===== src/rtl/core/spr_pkg.sv =====
// spr_pkg: shared constants, types and helpers of the session path ranker.
// No dependencies.
`default_nettype none
package spr_pkg;

	localparam int PATH_SLOTS = 4;
	localparam int SLOT_W     = $clog2(PATH_SLOTS);
	localparam int LABEL_W    = 64;
	localparam int METRIC_W   = 32;
	localparam int TIME_W     = 48;
	localparam int CFG_IDX_W  = 2;

	localparam logic [CFG_IDX_W-1:0] CFG_DEAD_LINK = 2'd0;
	localparam logic [CFG_IDX_W-1:0] CFG_NO_INFO   = 2'd1;
	localparam logic [CFG_IDX_W-1:0] CFG_TIMEOUT   = 2'd2;

	localparam logic CMD_DISCOVER = 1'b0;
	localparam logic CMD_START    = 1'b1;

	typedef struct packed {
		logic load;
		logic eval;
		logic update;
		logic rank;
		logic finish;
	} spr_cmd_t;

	function automatic logic [METRIC_W-1:0] eff_metric(
		input logic [TIME_W-1:0]   now,
		input logic [TIME_W-1:0]   then,
		input logic [METRIC_W-1:0] metric,
		input logic [METRIC_W-1:0] ceiling
	);
		logic [TIME_W-1:0] el;
		logic [TIME_W:0]   sum;
		el  = (now > then) ? (now - then) : '0;
		sum = {1'b0, el} + {{(TIME_W + 1 - METRIC_W){1'b0}}, metric};
		return (sum > {{(TIME_W + 1 - METRIC_W){1'b0}}, ceiling}) ? ceiling
			: sum[METRIC_W-1:0];
	endfunction

endpackage
`default_nettype wire


===== src/rtl/core/spr_ctrl.sv =====
// spr_ctrl: sequencer of the session path ranker.
// Depends on spr_pkg.
`default_nettype none
module spr_ctrl (
	input  wire logic              clk,
	input  wire logic              arst_n,
	input  wire logic              s_tvalid,
	output logic                   s_tready,
	output logic                   m_tvalid,
	input  wire logic              m_tready,
	output spr_pkg::spr_cmd_t      cmd
);

	typedef enum logic [2:0] {IDLE, EVAL, UPDATE, RANK, FIN} state_t;
	state_t state_q;

	logic out_free;
	assign out_free = !m_tvalid || m_tready;
	assign s_tready = (state_q == IDLE);

	always_comb begin
		cmd        = '0;
		cmd.load   = s_tvalid && s_tready;
		cmd.eval   = (state_q == EVAL);
		cmd.update = (state_q == UPDATE);
		cmd.rank   = (state_q == RANK);
		cmd.finish = (state_q == FIN) && out_free;
	end

	always_ff @(posedge clk or negedge arst_n) begin
		if (!arst_n) begin
			state_q  <= IDLE;
			m_tvalid <= 1'b0;
		end else begin
			if (cmd.finish)
				m_tvalid <= 1'b1;
			else if (m_tready)
				m_tvalid <= 1'b0;
			unique case (state_q)
				IDLE: if (s_tvalid) state_q <= EVAL;
				EVAL: state_q <= UPDATE;
				UPDATE: state_q <= RANK;
				RANK: state_q <= FIN;
				FIN: if (out_free) state_q <= IDLE;
				default: state_q <= IDLE;
			endcase
		end
	end

endmodule
`default_nettype wire


===== config.mk =====
export PLATFORM = sky130hd
export DESIGN_NAME = spr_ctrl
export DESIGN_NICKNAME = d
export VERILOG_FILES = /design/src/rtl/core/spr_pkg.sv /design/src/rtl/core/spr_ctrl.sv
export SDC_FILE = /design/constraint.sdc
export NUM_CORES = 1
export LEC_CHECK = 0
export ABC_AREA = 1
export ABC_CLOCK_PERIOD_IN_PS = 800
export BUFFER_PORTS_ARGS = -buffer_cell sky130_fd_sc_hd__buf_2
export CAP_MARGIN = 10
export CORE_AREA = 2 2 39 41
export CTS_CLUSTER_DIAMETER = 40
export DETAILED_ROUTE_END_ITERATION = 12
export DIE_AREA = 0 0 41 43
export PLACE_DENSITY_LB_ADDON = 0.05
export SLEW_MARGIN = 5
export SYNTH_ARGS = -nofsm -noshare
export SYNTH_HDL_FRONTEND = slang
export SYNTH_SLANG_ARGS = --single-unit

===== constraint.sdc =====
create_clock -name clk -period 0.8 [get_ports clk]
set_input_delay 0.08 -clock clk [delete_from_list [all_inputs] [get_ports clk]]
set_output_delay 0.08 -clock clk [all_outputs]
set_load 0.05 [all_outputs]

==> flow_summary.json <==
{
  "clk_pin_slew_worst_paths_ns": 0.04,
  "synth_top_area_share_pct": 50.0,
  "grt_max_degree": 6,
  "fp.dieArea_um2": 1760,
  "drc": 0,
  "violations": "negative setup slack",
  "dp_hpwl_um": 481,
  "clk_path_buf_depth": 2,
  "grt_usage_pct": 8.47,
  "syn_nets": 30,
  "worst_slew_pin_slew_ns": 0.158,
  "synth-simple-area-share_pct": 28.1,
  "numClockSinks": 4,
  "drt_wl_total_um": 593,
  "fmax_ghz": 0.827,
  "maxSlewHeadroom_pct": 89.4,
  "ys_ff_latch": 4,
  "grt_first_pass_wirelength_um": 945,
  "post-route-util_pct": 34.9,
  "synth_top_family_by_area": "simple AND/OR/NAND/NOR gates",
  "die_w_um": 41,
  "synthCells": 26,
  "num_vias": 241,
  "synth_compound_area_share_pct": 8.75,
  "ios": 11,
  "cp-start-kind": "flip-flop",
  "ys.flop_type": "dfrtp_1",
  "synth_common_cells": "inv_1, dfrtp_1, nand2_1, nand3_1, nor2_1",
  "row_count": 14,
  "synthAdderAreaFrac_pct": 0,
  "seq_area_frac_synth_pct": 50.0,
  "fin_crit_sh_pct": 151,
  "cts_htree_levels": 1,
  "yosys.area_share.xor_xnor_pct": 0,
  "syn_area_um2": 200,
  "synth_warnings": 0,
  "hold_violations": 0,
  "arrival_ns": 1.13,
  "outcome": "finished, violations left",
  "root_buffer": "clkbuf_4",
  "synthTopCellsByArea": "dfrtp_1, inv_1, nand3_1, nor2_2, nand2_1",
  "slew_violations": 0,
  "grt_pass1_vias": 251,
  "layout_setup_ws_ns": -0.409,
  "core_um2": 1380,
  "num_antenna_cells": 0,
  "rsz0062_at_grt": "true",
  "max_cap_violations": 0,
  "setup_viol": 11,
  "avgSynthCellArea_um2": 7.70,
  "numCtsBuffers": 3,
  "yosys.area.top_type": "dfrtp_1",
  "cts_tree": "yes",
  "die_y_um": 43,
  "worst_setup_path_end_kind": "primary output",
  "avgRoutedWirePerCell_um": 9.27,
  "portBuffers": 10,
  "min_period_ns": 1.21,
  "fin_skew_ns": 0.000327,
  "fin_cells": 64,
  "crit_fanout": 4,
  "synth_mux_area_share_pct": 0,
  "globalRoute.totalOverflow": 0,
  "start_util_pct": 14.5,
  "min_path_type": "primary input to flip-flop",
  "clk_latency_ns": 0.23,
  "dp_cells": 59,
  "ys_async_sr_fraction_pct": 100,
  "path_class": "flip-flop to primary output",
  "fillers": 155,
  "synth.most_common_cell": "inv_1",
  "ant_nets": 0,
  "required_ns": 0.72,
  "layout-drive-gt1-share_pct": 81.3,
  "synth_edf_count": 0,
  "viasPerCell": 3.77,
  "synth_cell_types": 10,
  "antenna_found_initial": 0,
  "nets": 54,
  "gp_congestion": 0.625,
  "drt-pass1-iter-count": 1,
  "initialDrtViolationCount": 0,
  "syn2layout_area_growth_pct": 141
}
==> registers in the layout (all words and copies together) (netlist names) <==
signal    count
m_tvalid      1
state_q       3
==> cell type report <==
class	count	area (µm²)	area share, %
Clock buffer	3	22.5	4.66
Inverter	7	33.8	6.99
Multi-Input combinational cell	15	131	27.2
Sequential cell	4	104	21.5
Tap cell	16	20.0	4.15
Timing Repair Buffer	19	171	35.5
==> worst paths after layout <==
path | startpoint | endpoint | slack (ns) | cells past startpoint
setup / recovery | state_q[0] | cmd[3] | -0.41 | 4
hold / removal | m_tready | m_tvalid | 0.08 | 2
setup reg to reg | state_q[0] | state_q[1] | -0.18 | 4
hold reg to reg | m_tvalid | m_tvalid | 0.57 | 2
max in group asynchronous | arst_n | m_tvalid | 0.48 | 2
min in group asynchronous | arst_n | state_q[1] | 0.18 | 2
==> stage by stage <==
step	setup WS, ns	cell area [µm²]	hold slack (ns)	TNS [ns]
6_report	-0.409	483	0.0818	-2.85
5_1_grt	-0.465	483	0.0737	-3.46
4_1_cts	-0.439	479	0.0783	-3.08
3_5_place_dp	-0.288	377	-0.110	-1.98
3_3_place_gp	-0.292	377	-0.113	-1.96
2_1_floorplan	-0.202	254	-0.216	-1.02
==> layout by cell type, fill, tap and decap left out <==
master | Yosys | routed
clkinvlp_4 | 0 | 2
dfrtp_2 | 0 | 3
nand2_4 | 0 | 1
buf_4 | 0 | 8
buf_2 | 0 | 3
o21ai_1 | 1 | 2
and3_4 | 0 | 1
dlygate4sd3_1 | 0 | 1
inv_2 | 0 | 3
buf_8 | 0 | 2
nand2_1 | 3 | 1
buf_6 | 0 | 5
dfrtp_1 | 4 | 1
nor2_4 | 0 | 5
nand3_1 | 3 | 1
nand2_2 | 0 | 1
o211ai_1 | 1 | 1
nand3_2 | 0 | 2
clkbuf_4 | 0 | 3
inv_1 | 7 | 2
==> critical path, stage by stage (launching register included) <==
cell        delay (ns)
dfrtp_2           0.43
buf_4             0.14
nand3_2           0.09
clkinvlp_4        0.08
buf_6             0.15
==> layer usage <==
metal	track usage [%]	up-vias	part of all wire [%]
li1	-	125	-
met1	9.12	106	44
met2	11.9	10	50
met3	6.28	0	5.7
met4	4.00	0	0
met5	0	-	0
==> logic make-up (layout without fill, tap and decap cells) <==
kind of cell,count (synthesis),in the layout
AOI/OAI and AO/OA,3,3
buffers and inverters,7,29
DFF,4,4
and+or+nand+nor,12,12
==> timing repair <==
| action | 4_1_cts | 5_1_grt |
|---|---|---|
| cloned | 0 | 0 |
| buffers inserted | 1 | 0 |
| endpoints found under the setup margin | 11 | 11 |
| pin swaps | 4 | 2 |
| hold endpoints to repair | 4 | 0 |
| gates resized for setup | 20 | 1 |
| hold buffers | 1 | 0 |
Power is left out: the tool's default activity adds up to more than one toggle a clock period on the data nets, which glitch-free logic cannot reach.
